[src/rtl/rpn_pkg.sv]
package rpn_pkg;

  localparam int DATA_W            = 32;
  localparam int RPN_STACK_DEPTH   = 16;
  localparam int RPN_FRAC_BITS     = 16;

  typedef enum logic [2:0] {
    CMD_PUSH = 3'd0,
    CMD_ADD  = 3'd1,
    CMD_SUB  = 3'd2,
    CMD_MUL  = 3'd3,
    CMD_DIV  = 3'd4,
    CMD_EMIT = 3'd5
  } rpn_cmd_e;

  typedef enum logic [1:0] {
    ST_OK    = 2'd0,
    ST_UNDER = 2'd1,
    ST_OVER  = 2'd2,
    ST_DIVZ  = 2'd3
  } rpn_status_e;

  typedef enum logic [2:0] {
    S_IDLE,
    S_DECODE,
    S_READ,
    S_ALU,
    S_RESULT
  } rpn_state_e;

  typedef enum logic [2:0] {
    A_IDLE,
    A_MUL,
    A_DIV,
    A_FIX,
    A_DONE
  } rpn_alu_state_e;

  typedef struct packed {
    logic     start;
    rpn_cmd_e op;
  } rpn_alu_req_t;

  typedef struct packed {
    logic              done;
    logic [DATA_W-1:0] result;
  } rpn_alu_rsp_t;

  // clamp a 33-bit signed sum to 32 bits
  function automatic logic [DATA_W-1:0] sat33(input logic [DATA_W:0] v);
    logic [DATA_W-1:0] r;
    if (v[DATA_W] != v[DATA_W-1]) begin
      r = v[DATA_W] ? {1'b1, {(DATA_W-1){1'b0}}} : {1'b0, {(DATA_W-1){1'b1}}};
    end else begin
      r = v[DATA_W-1:0];
    end
    return r;
  endfunction

  // clamp a 64-bit signed value to 32 bits
  function automatic logic [DATA_W-1:0] sat64(input logic [2*DATA_W-1:0] v);
    logic [DATA_W-1:0] r;
    if (v[2*DATA_W-1:DATA_W-1] == {(DATA_W+1){v[2*DATA_W-1]}}) begin
      r = v[DATA_W-1:0];
    end else begin
      r = v[2*DATA_W-1] ? {1'b1, {(DATA_W-1){1'b0}}} : {1'b0, {(DATA_W-1){1'b1}}};
    end
    return r;
  endfunction

endpackage

[src/rtl/rpn_in_if.sv]
interface rpn_in_if;
  logic                              valid;
  logic                              ready;
  logic [2:0]                        cmd;
  logic signed [rpn_pkg::DATA_W-1:0] operand;

  modport source (output valid, output cmd, output operand, input ready);
  modport sink (input valid, input cmd, input operand, output ready);
endinterface

[src/rtl/rpn_out_if.sv]
interface rpn_out_if;
  logic                              valid;
  logic                              ready;
  logic signed [rpn_pkg::DATA_W-1:0] value;
  logic [1:0]                        status;

  modport source (output valid, output value, output status, input ready);
  modport sink (input valid, input value, input status, output ready);
endinterface

[src/rtl/rpn_stack.sv]
module rpn_stack #(
  parameter int STACK_DEPTH = rpn_pkg::RPN_STACK_DEPTH,
  localparam int AW = $clog2(STACK_DEPTH)
) (
  input  logic                      clk,
  input  logic                      wr_en,
  input  logic [AW-1:0]             wr_addr,
  input  logic [rpn_pkg::DATA_W-1:0] wr_data,
  input  logic [AW-1:0]             rd_addr_a,
  input  logic [AW-1:0]             rd_addr_b,
  output logic [rpn_pkg::DATA_W-1:0] rd_data_a,
  output logic [rpn_pkg::DATA_W-1:0] rd_data_b
);

  logic [rpn_pkg::DATA_W-1:0] mem [STACK_DEPTH];

  always_ff @(posedge clk) begin
    if (wr_en) begin
      mem[wr_addr] <= wr_data;
    end
  end

  always_ff @(posedge clk) begin
    rd_data_a <= mem[rd_addr_a];
    rd_data_b <= mem[rd_addr_b];
  end

endmodule

[src/rtl/rpn_alu.sv]
module rpn_alu #(
  parameter int FRAC_BITS = rpn_pkg::RPN_FRAC_BITS
) (
  input  logic                       clk,
  input  logic                       rst,
  input  rpn_pkg::rpn_alu_req_t      req,
  input  logic [rpn_pkg::DATA_W-1:0] a,
  input  logic [rpn_pkg::DATA_W-1:0] b,
  output rpn_pkg::rpn_alu_rsp_t      rsp
);

  localparam int DW        = rpn_pkg::DATA_W;
  localparam int DIV_STEPS = DW + FRAC_BITS;
  localparam int SW        = $clog2(DIV_STEPS);
  localparam logic [SW-1:0] STEP_LAST = SW'(DIV_STEPS - 1);

  rpn_pkg::rpn_alu_state_e state, state_next;

  logic signed [2*DW-1:0] prod;
  logic signed [2*DW-1:0] prod_sh;
  logic [DW-1:0]          res;
  logic [DW-1:0]          dvd;
  logic [DW-1:0]          dvs;
  logic [DW-1:0]          rem;
  logic [DW:0]            q;
  logic                   ovf;
  logic                   neg;
  logic [SW-1:0]          step;
  logic [DW:0]            rem_sh;
  logic                   ge;
  logic [DW:0]            diff;
  logic [DW:0]            sum;
  logic [DW:0]            dif_ab;

  assign rem_sh  = {rem, dvd[DW-1]};
  assign ge      = rem_sh >= {1'b0, dvs};
  assign diff    = rem_sh - {1'b0, dvs};
  assign prod_sh = prod >>> FRAC_BITS;
  assign sum     = {a[DW-1], a} + {b[DW-1], b};
  assign dif_ab  = {a[DW-1], a} - {b[DW-1], b};

  assign rsp.done   = (state == rpn_pkg::A_DONE);
  assign rsp.result = res;

  always_ff @(posedge clk) begin
    if (rst) begin
      state <= rpn_pkg::A_IDLE;
    end else begin
      state <= state_next;
    end
  end

  always_comb begin
    state_next = state;
    case (state)
      rpn_pkg::A_IDLE: begin
        if (req.start) begin
          case (req.op)
            rpn_pkg::CMD_MUL: state_next = rpn_pkg::A_MUL;
            rpn_pkg::CMD_DIV: state_next = rpn_pkg::A_DIV;
            default:          state_next = rpn_pkg::A_DONE;
          endcase
        end
      end
      rpn_pkg::A_MUL: state_next = rpn_pkg::A_DONE;
      rpn_pkg::A_DIV: begin
        if (step == STEP_LAST) begin
          state_next = rpn_pkg::A_FIX;
        end
      end
      rpn_pkg::A_FIX:  state_next = rpn_pkg::A_DONE;
      rpn_pkg::A_DONE: state_next = rpn_pkg::A_IDLE;
      default:         state_next = rpn_pkg::A_IDLE;
    endcase
  end

  always_ff @(posedge clk) begin
    case (state)
      rpn_pkg::A_IDLE: begin
        if (req.start) begin
          prod <= $signed(a) * $signed(b);
          dvd  <= a[DW-1] ? (~a + 1'b1) : a;
          dvs  <= b[DW-1] ? (~b + 1'b1) : b;
          neg  <= a[DW-1] ^ b[DW-1];
          rem  <= '0;
          q    <= '0;
          ovf  <= 1'b0;
          step <= '0;
          case (req.op)
            rpn_pkg::CMD_ADD: res <= rpn_pkg::sat33(sum);
            rpn_pkg::CMD_SUB: res <= rpn_pkg::sat33(dif_ab);
            default:          res <= res;
          endcase
        end
      end
      rpn_pkg::A_MUL: res <= rpn_pkg::sat64(prod_sh);
      rpn_pkg::A_DIV: begin
        // one restoring step per cycle, zeros shift in below the dividend
        dvd  <= {dvd[DW-2:0], 1'b0};
        rem  <= ge ? diff[DW-1:0] : rem_sh[DW-1:0];
        q    <= {q[DW-1:0], ge};
        ovf  <= ovf | q[DW];
        step <= step + 1'b1;
      end
      rpn_pkg::A_FIX: begin
        if (neg) begin
          if (ovf || q > {2'b01, {(DW-1){1'b0}}}) begin
            res <= {1'b1, {(DW-1){1'b0}}};
          end else begin
            res <= ~q[DW-1:0] + 1'b1;
          end
        end else begin
          if (ovf || q[DW] || q[DW-1]) begin
            res <= {1'b0, {(DW-1){1'b1}}};
          end else begin
            res <= q[DW-1:0];
          end
        end
      end
      default: res <= res;
    endcase
  end

endmodule

[src/rtl/rpn_stack_calculator_top.sv]
// Reverse Polish evaluator on a signed fixed-point operand stack of STACK_DEPTH
// entries with FRAC_BITS fraction bits. Tokens transfer in one at a time; the
// block is not ready while a token is in work. Emit and error tokens also wait
// for the result slot. Arithmetic runs on a single shared unit, whose divide
// is a one-bit-per-cycle restoring divide over 32 + FRAC_BITS quotient bits
// (Q16.16 at the default FRAC_BITS). Push and arithmetic tokens transfer no
// result; emit and every error transfer exactly one, with value zero on error.
module rpn_stack_calculator_top #(
  parameter int STACK_DEPTH = rpn_pkg::RPN_STACK_DEPTH,
  parameter int FRAC_BITS   = rpn_pkg::RPN_FRAC_BITS
) (
  input logic      clk,
  input logic      rst,
  rpn_in_if.sink   tokens,
  rpn_out_if.source results
);

  localparam int DW = rpn_pkg::DATA_W;
  localparam int AW = $clog2(STACK_DEPTH);
  localparam int CW = $clog2(STACK_DEPTH + 1);
  localparam logic [CW-1:0] FULL = CW'(STACK_DEPTH);
  localparam logic [CW-1:0] TWO  = CW'(2);

  rpn_pkg::rpn_state_e   state, state_next;
  rpn_pkg::rpn_cmd_e     cmd;
  rpn_pkg::rpn_alu_req_t alu_req;
  rpn_pkg::rpn_alu_rsp_t alu_rsp;
  rpn_pkg::rpn_status_e  pend_status, pend_status_next;

  logic [DW-1:0] operand;
  logic [CW-1:0] count, count_next;
  logic [CW-1:0] cnt_m1;
  logic [CW-1:0] cnt_m2;
  logic [DW-1:0] pend_value, pend_value_next;
  logic          pend_load;
  logic          out_load;
  logic          out_valid;
  logic [DW-1:0] out_value;
  logic [1:0]    out_status;
  logic          wr_en;
  logic [AW-1:0] wr_addr;
  logic [DW-1:0] wr_data;
  logic [DW-1:0] rd_data_a;
  logic [DW-1:0] rd_data_b;

  assign cnt_m1 = count - 1'b1;
  assign cnt_m2 = count - TWO;

  assign results.valid  = out_valid;
  assign results.value  = out_value;
  assign results.status = out_status;

  rpn_stack #(
    .STACK_DEPTH(STACK_DEPTH)
  ) u_stack (
    .clk      (clk),
    .wr_en    (wr_en),
    .wr_addr  (wr_addr),
    .wr_data  (wr_data),
    .rd_addr_a(cnt_m2[AW-1:0]),
    .rd_addr_b(cnt_m1[AW-1:0]),
    .rd_data_a(rd_data_a),
    .rd_data_b(rd_data_b)
  );

  rpn_alu #(
    .FRAC_BITS(FRAC_BITS)
  ) u_alu (
    .clk(clk),
    .rst(rst),
    .req(alu_req),
    .a  (rd_data_a),
    .b  (rd_data_b),
    .rsp(alu_rsp)
  );

  always_ff @(posedge clk) begin
    if (rst) begin
      state     <= rpn_pkg::S_IDLE;
      count     <= '0;
      out_valid <= 1'b0;
    end else begin
      state <= state_next;
      count <= count_next;
      if (out_load) begin
        out_valid <= 1'b1;
      end else if (results.ready) begin
        out_valid <= 1'b0;
      end
    end
  end

  always_ff @(posedge clk) begin
    if (tokens.valid && tokens.ready) begin
      cmd     <= rpn_pkg::rpn_cmd_e'(tokens.cmd);
      operand <= tokens.operand;
    end
    if (pend_load) begin
      pend_value  <= pend_value_next;
      pend_status <= pend_status_next;
    end
    if (out_load) begin
      out_value  <= pend_value;
      out_status <= pend_status;
    end
  end

  always_comb begin
    state_next       = state;
    count_next       = count;
    tokens.ready     = 1'b0;
    wr_en            = 1'b0;
    wr_addr          = count[AW-1:0];
    wr_data          = operand;
    alu_req.start    = 1'b0;
    alu_req.op       = cmd;
    pend_load        = 1'b0;
    pend_value_next  = '0;
    pend_status_next = rpn_pkg::ST_OK;
    out_load         = 1'b0;
    case (state)
      rpn_pkg::S_IDLE: begin
        tokens.ready = 1'b1;
        if (tokens.valid) begin
          state_next = rpn_pkg::S_DECODE;
        end
      end
      rpn_pkg::S_DECODE: begin
        case (cmd)
          rpn_pkg::CMD_PUSH: begin
            if (count == FULL) begin
              pend_load        = 1'b1;
              pend_status_next = rpn_pkg::ST_OVER;
              state_next       = rpn_pkg::S_RESULT;
            end else begin
              wr_en      = 1'b1;
              count_next = count + 1'b1;
              state_next = rpn_pkg::S_IDLE;
            end
          end
          rpn_pkg::CMD_EMIT: begin
            if (count == '0) begin
              pend_load        = 1'b1;
              pend_status_next = rpn_pkg::ST_UNDER;
              state_next       = rpn_pkg::S_RESULT;
            end else begin
              state_next = rpn_pkg::S_READ;
            end
          end
          rpn_pkg::CMD_ADD, rpn_pkg::CMD_SUB, rpn_pkg::CMD_MUL, rpn_pkg::CMD_DIV: begin
            if (count < TWO) begin
              pend_load        = 1'b1;
              pend_status_next = rpn_pkg::ST_UNDER;
              state_next       = rpn_pkg::S_RESULT;
            end else begin
              state_next = rpn_pkg::S_READ;
            end
          end
          default: state_next = rpn_pkg::S_IDLE;
        endcase
      end
      rpn_pkg::S_READ: begin
        if (cmd == rpn_pkg::CMD_EMIT) begin
          pend_load       = 1'b1;
          pend_value_next = rd_data_b;
          count_next      = cnt_m1;
          state_next      = rpn_pkg::S_RESULT;
        end else if (cmd == rpn_pkg::CMD_DIV && rd_data_b == '0) begin
          pend_load        = 1'b1;
          pend_status_next = rpn_pkg::ST_DIVZ;
          state_next       = rpn_pkg::S_RESULT;
        end else begin
          alu_req.start = 1'b1;
          state_next    = rpn_pkg::S_ALU;
        end
      end
      rpn_pkg::S_ALU: begin
        if (alu_rsp.done) begin
          // result replaces the lower operand
          wr_en      = 1'b1;
          wr_addr    = cnt_m2[AW-1:0];
          wr_data    = alu_rsp.result;
          count_next = cnt_m1;
          state_next = rpn_pkg::S_IDLE;
        end
      end
      rpn_pkg::S_RESULT: begin
        if (!out_valid || results.ready) begin
          out_load   = 1'b1;
          state_next = rpn_pkg::S_IDLE;
        end
      end
      default: state_next = rpn_pkg::S_IDLE;
    endcase
  end

endmodule

[src/flat_wrapper.sv]
// flat-port wrapper written by rule: the top's interface ports become plain ports
module rpn_stack_calculator_top_flat 
#(
  parameter int STACK_DEPTH = rpn_pkg::RPN_STACK_DEPTH,
  parameter int FRAC_BITS   = rpn_pkg::RPN_FRAC_BITS
)
  (clk, rst, tokens_valid, tokens_cmd, tokens_operand, tokens_ready, results_valid, results_value, results_status, results_ready);
  rpn_in_if tokens_i ();
  rpn_out_if results_i ();
  input logic clk;
  input logic rst;
  input wire logic [$bits(tokens_i.valid)-1:0] tokens_valid;
  input wire logic [$bits(tokens_i.cmd)-1:0] tokens_cmd;
  input wire logic [$bits(tokens_i.operand)-1:0] tokens_operand;
  output wire logic [$bits(tokens_i.ready)-1:0] tokens_ready;
  output wire logic [$bits(results_i.valid)-1:0] results_valid;
  output wire logic [$bits(results_i.value)-1:0] results_value;
  output wire logic [$bits(results_i.status)-1:0] results_status;
  input wire logic [$bits(results_i.ready)-1:0] results_ready;
  assign tokens_i.valid = tokens_valid;
  assign tokens_i.cmd = tokens_cmd;
  assign tokens_i.operand = tokens_operand;
  assign tokens_ready = tokens_i.ready;
  assign results_valid = results_i.valid;
  assign results_value = results_i.value;
  assign results_status = results_i.status;
  assign results_i.ready = results_ready;
  rpn_stack_calculator_top #(.STACK_DEPTH(STACK_DEPTH), .FRAC_BITS(FRAC_BITS)) u_core (.clk(clk), .rst(rst), .tokens(tokens_i), .results(results_i));
endmodule
[config.mk]
export PLATFORM = sky130hd
export DESIGN_NAME = rpn_stack_calculator_top_flat
export DESIGN_NICKNAME = d
export VERILOG_FILES = /design/src/rtl/rpn_pkg.sv /design/src/rtl/rpn_in_if.sv /design/src/rtl/rpn_out_if.sv /design/src/rtl/rpn_stack.sv /design/src/rtl/rpn_alu.sv /design/src/rtl/rpn_stack_calculator_top.sv /design/src/flat_wrapper.sv
export SDC_FILE = /design/constraint.sdc
export NUM_CORES = 2
export LEC_CHECK = 0
export ABC_AREA = 1
export BUFFER_PORTS_ARGS = -buffer_cell sky130_fd_sc_hd__buf_2
export CAP_MARGIN = 25
export CORE_MARGIN = 5
export CORE_UTILIZATION = 30
export CTS_CLUSTER_SIZE = 40
export DETAILED_ROUTE_END_ITERATION = 16
export PLACE_DENSITY = 0.46
export SLEW_MARGIN = 20
export SYNTH_ARGS = -nofsm -noshare
export SYNTH_HDL_FRONTEND = slang
export SYNTH_SLANG_ARGS = --single-unit
[constraint.sdc]
create_clock -name clk -period 9.5 [get_ports clk]
set_input_delay 0.475 -clock clk [delete_from_list [all_inputs] [get_ports clk]]
set_output_delay 0.475 -clock clk [all_outputs]
set_load 0.02 [all_outputs]
## Yosys cells after proc, flatten, opt, wreduce, memory -nomap -nowiden

Memory sizes are Yosys's and may differ from the RTL's. A register that Yosys moved wholly into a read port is not among the register bits.
Cells that the tools add are included.

| storage, ports and cells | value |
|---|---|
| flip-flop bits (word level) | 348 |
| bits in writable memories | 512 |
| output and inout port bits | 36 |
| word-level logic and storage cells | 168 |
| memories | 1 |

| cells by class | value |
|---|---|
| add/subtract/negate cells | 10 |
| multiply operators | 1 |
| $lt $le $gt $ge | 3 |
| equality and inequality tests | 27 |
| mux-type cells | 76 |
| bitwise operators | 5 |
| reductions and logical operators | 25 |

Memory list:

| memory | depth | bits a word | rd ports | clocked after Yosys merged registers in | wr ports | line | text |
|---|---|---|---|---|---|---|---|
| u_core.u_stack.mem | 16 | 32 | 2 | 2 | 1 | rpn_stack.sv:15 | `logic [rpn_pkg::DATA_W-1:0] mem [STACK_DEPTH];` |

Operators by type and width:

| cell | number |
|---|---|
| two-way mux 32 bit | 16 |
| case mux 32 bit (2 select lines) | 3 |
| adder 32 x 1 -> 32 bit (second input constant) | 3 |
| inverter 32 bit | 3 |
| case mux 32 bit (3 select lines) | 1 |
| case mux 33 bit (2 select lines) | 1 |
| multiplier 32 x 32 -> 64 bit | 1 |
| adder 32 x 32 -> 33 bit | 1 |
| >= comparator 33 x 32 -> 1 bit | 1 |
| greater-than comparator 33 x 32 -> 1 bit (second input constant) | 1 |
| two-way mux 33 bit | 1 |
| subtractor 32 x 32 -> 33 bit | 1 |
| logical NOT 32 bit | 1 |
| subtractor 32 bit | 1 |
| two-way mux 31 bit | 1 |
| two-way mux 3 bit | 10 |
| two-way mux 1 bit | 21 |
| two-way mux 5 bit | 4 |
| == test 3 x 2 -> 1 bit (second input constant) | 6 |
| case mux 3 bit (3 select lines) | 2 |
| == test 16 bit | 1 |
| case mux 3 bit (5 select lines) | 1 |
| case mux 5 bit (3 select lines) | 1 |
| == test 3 bit (second input constant) | 4 |
| 35 further kinds | 61 |

## Longest topological paths before layout

| logic depth | value |
|---|---|
| depth after elaboration | 7 |
| depth in mapped cells | 35 |
| mapped depth without buffers | 32 |

## Cells and area by module

Synthesis repeated with hierarchy kept, for this count alone.

| second synthesis, totals | value |
|---|---|
| cells, all modules | 11191 |
| area total of the unflattened synthesis | 90161.5 µm² |

By module, submodules not included:

| module | instances | cells each | area an instance (µm²) | sequential area each (µm²) |
|---|---|---|---|---|
| rpn_alu | 1 | 7439 | 56763.2 | 6576.3 |
| rpn_stack | 1 | 3317 | 28671.2 | 16656.0 |
| rpn_stack_calculator_top | 1 | 435 | 4727.0 | 3273.1 |

## Worst setup path before layout

Ideal clock, no wire load.

| timing path | value |
|---|---|
| kind | register -> register |
| from | reg u_core.u_stack.rd_data_a[31] (netlist bit), read port of u_core.u_stack.mem |
| to | reg u_core.u_alu.prod[57] (data pin) |
| setup time | 0.252 ns |
| arrival time | 7.502 ns |
| data required time | 9.248 ns |
| path slack | 1.746 ns |
| cell stages (with the launch flop) | 29 |
| period minus slack after synthesis | 7.754 ns |
| path through | dfxtp_1 > clkbuf_1 > clkbuf_1 > buf_1 > nand2_1 > inv_1 > fa_1 > fa_1 > inv_1 > fa_1 > inv_1 > fa_1 > inv_1 > fa_1 > fa_1 > fa_1 > fa_1 > inv_1 > ha_1 > a21oi_1 > inv_1 > a31oi_1 > o21ai_0 > nand3_1 > o211ai_1 > a21oi_1 > nand2_1 > nand2_1 > nand2_1 |

| on the way | value |
|---|---|
| cells in the longest elaborated chain, start to end | 1 |

Ends and longest elaborated chain:

| item | line | text |
|---|---|---|
| start: declaration | rpn_stack.sv:11 | `output logic [rpn_pkg::DATA_W-1:0] rd_data_a,` |
| multiplier 32 x 32 -> 64 bit | rpn_alu.sv:81 | `prod <= $signed(a) * $signed(b);` |
| end signal: assignment | rpn_alu.sv:81 |  |
| end: declaration | rpn_alu.sv:19 | `logic signed [2*DW-1:0] prod;` |

No other way between the ends.
A chain may end at the register's enable or synchronous reset.

## Final worst setup path

| timing path | value |
|---|---|
| from | reg u_core.u_stack.rd_data_a[31] (netlist bit), read port of u_core.u_stack.mem |
| to | reg u_core.u_alu.prod[61] (data pin) |

The elaborated chain is that of the path after synthesis.

==> key figures <==
Setup path
  – Worst Setup Path Type: flop to flop
  – Max incr delay on CP: 1130 ps
  – Worst path required time: 9980 ps
  – Crit end category: flop
  – Startpoint Class: flop
  – Crit-path max FO: 29
  – CP arrival: 9470 ps
  – CP max-delay cell: fa_1
  – Buffers plus inverters on the worst setup path: 8
  – Flop-to-flop setup slack: between 500 and 600 ps
  – Top cell by count, worst path: fa_1
  – CP delay by family, top: adder cells

Logic synthesis
  – Area contributors post-synth: edfxtp_1 (29%), fa_1 (25%), inv_1 (9.5%)
  – Syn nets: between 10,000 and 15,000
  – Post-synth EDFFs: 832
  – Xor/xnor share of the synthesized area: 1.844%
  – Yosys warning count: 0
  – Top-area cell type share of the netlist area: 28.74%
  – Adder-cell share of the synthesized area: slightly below 30%
  – Post-synth top flop: edfxtp_1
  – Mux contribution to synthesized area: 0%
  – Post-Syn Area: 86,940 sq um
  – Synth Register Bits: 908
  – Library cells used by synthesis: 59
  – FFs w/ async S/R, synth: 0%
  – Sequential share of the synthesized area: 30.49%
  – Compound-cell area share of the yosys netlist: 10.51%
  – Avg Synthesized Cell Area: ~8.4 sq um
  – Largest family of logic cells by synthesized area: adder cells
  – Mapped Cells: around 10,000
  – Area share of and/or/nand/nor cells after synthesis: 15.84%
  – Synth area leader: edfxtp_1

Die
  – Die X: 548.3 um
  – Io pins: 75
  – Initial Util: 30.15%
  – Die Y: 548.3 um
  – Total core area: 288,400 sq um
  – Die ar.: around 300,000 sq um
  – Row count: 197

Detailed routing
  – DR vias: ~70,000
  – Antenna-violating nets left: 0
  – DRC: 0
  – Total Routed Length: 331.4 mm
  – Via density per instance: 4.985
  – Drt first pass iters: 8
  – WL/cell: between 20 and 25 um
  – Iter 0 DRT Violations: around 6,000

STA
  – Total negative setup slack: 0 ps
  – Slew HR: 23.02%
  – Crit share post-route: a little over nine tenths
  – RSZ-0062 raised after global routing: false
  – Min Tclk post-route: 8991 ps
  – F_max: 111.2 MHz
  – Setup-failing EPs final: 0
  – Worst-margin pin slew: 1155 ps
  – Slew Limit Fails: 0
  – Clock Skew: ~140 ps
  – Hold_ws: between 100 and 150 ps
  – Final hold vios: 0

Global routing
  – Vias in the first global route: ~72,000
  – GRT overflow: 0
  – First-pass GRT wire length: 487.5 mm
  – Initial antenna violation count: 22
  – Gr usage total: 21.82%
  – Largest net degree at the start of global routing: 190

Outcome
  – Status: finished clean

Layout
  – Share of layout cells above drive strength 1: 5.853%
  – Commonest non-fill, non-tap cell in the layout: inv_1
  – Finished Layout Cells: 14,040
  – Area growth syn-to-layout: 10.36%
  – Most frequent cells in the layout: inv_1 (2,199), nand2_1 (2,160), fa_1 (1,084)
  – Final Net Count: about 12,000

Clock network
  – Root buffer cell: clkbuf_16
  – CTS tree: done
  – CTS H-tree lvls: 3
  – Clock-pin slew on the worst setup and hold paths: 70 ps
  – Clock Path Buffers: 3
  – Num CTS Buffers: 111
  – Clk Latency, worst-skew pair: 860 ps
  – Post-CTS Resized: 0
  – CTS Sinks: approximately 910

Placed design
  – Dpl cells: 13,780
  – GP Congestion: 0.9569
  – DP HPWL: 248.1 mm
  – Port-buffer cells: 74

Worst hold path
  – Worst Hold Class: primary input to flop

Flow run
  – Max Cap Viol: 0
flip-flops by register name, summed over array words and instances (netlist names):
name                      flops
u_core.cmd                    3
u_core.count                  5
u_core.operand               32
u_core.pend_status            2
u_core.pend_value            32
u_core.results.status         2
u_core.results.valid          1
u_core.results.value         32
u_core.state                  3
u_core.u_alu.dvd             32
u_core.u_alu.dvs             32
u_core.u_alu.neg              1
u_core.u_alu.ovf              1
u_core.u_alu.prod            48
u_core.u_alu.q               33
u_core.u_alu.rem             32
u_core.u_alu.res             32
u_core.u_alu.state            3
u_core.u_alu.step             6
u_core.u_stack.mem          512
u_core.u_stack.rd_data_a     32
u_core.u_stack.rd_data_b     32
stage by stage:
step / setup WS [ps] / area, sq um / utilization [%]
2_1_floorplan: 1746 / 86940 / -
3_3_place_gp: 639.2 / 91510 / 31.73
3_5_place_dp: 561.0 / 91620 / 31.77
4_1_cts: 486.4 / 95860 / 33.24
5_1_grt: 199.0 / 95930 / 33.26
6_report: 509.0 / 95940 / 33.27
synthesized netlist by cell type (131+ instances only):
cell,count
nand2_1,2161
edfxtp_1,832
fa_1,1084
nor2_1,794
o21ai_0,718
o211ai_1,131
ha_1,286
xor2_1,154
inv_1,2202
a21oi_1,505
clkbuf_1,444
nand3_1,276
tightest hold or removal path: cells and delay by family:
kind                   cells  cell delay (ps)
buffers and inverters      2              200
and+or+nand+nor            2              150
AOI/OAI and AO/OA          1               50
cells by family (layout without fill, tap and decap cells):
kind of cell | count (synthesis) | after routing
AOI/OAI and AO/OA | 1628 | 1628
xor gates and xnor gates | 183 | 183
adders and majority gates | 1370 | 1370
buffers and inverters | 2774 | 2726
DFF | 908 | 908
other | 0 | 7
and+or+nand+nor | 3437 | 3437
timing repair:
action | CTS | global route
setup endpoints to repair | 0 | 0
hold buffers | 37 | 0
hold endpoints to repair | 39 | 0
buffers inserted | 0 | 0
per-layer routing:
metal	up-vias	part of all wire, %	GRT usage (%)
met5	-	0.021	0
met4	10	3.4	6.547
met3	475	6.0	2.891
met2	2334	47	36.90
met1	35470	43	29.13
li1	31700	-	-
layout make-up:
class / count / area [sq um]
fillers: 30100 / 192400
clock buffers: 145 / 3005
clock inverters: 65 / 869.6
inverters: 2220 / 8352
multi-input cells: 6618 / 49980
diodes: 7 / 17.52
flip-flops and latches: 908 / 26590
well taps: 3781 / 4731
repair buffers: 296 / 2402
final timing paths:
check | start | endpoint | cells past startpoint
setup / recovery | u_core.u_stack.rd_data_a[31]$_DFF_P_ | u_core.u_alu.prod[61]$_DFFE_PP_ | 25
hold / removal | tokens_valid | u_core.state[0]$_SDFFE_PP0P_ | 5
setup reg to reg | u_core.u_stack.rd_data_a[31]$_DFF_P_ | u_core.u_alu.prod[61]$_DFFE_PP_ | 25
hold reg to reg | u_core.pend_value[13]$_SDFFCE_PN0P_ | u_core.results.value[13]$_DFFE_PP_ | 0
Power is left out: the tool's default activity adds up to more than one toggle a clock period on the data nets, which glitch-free logic cannot reach.
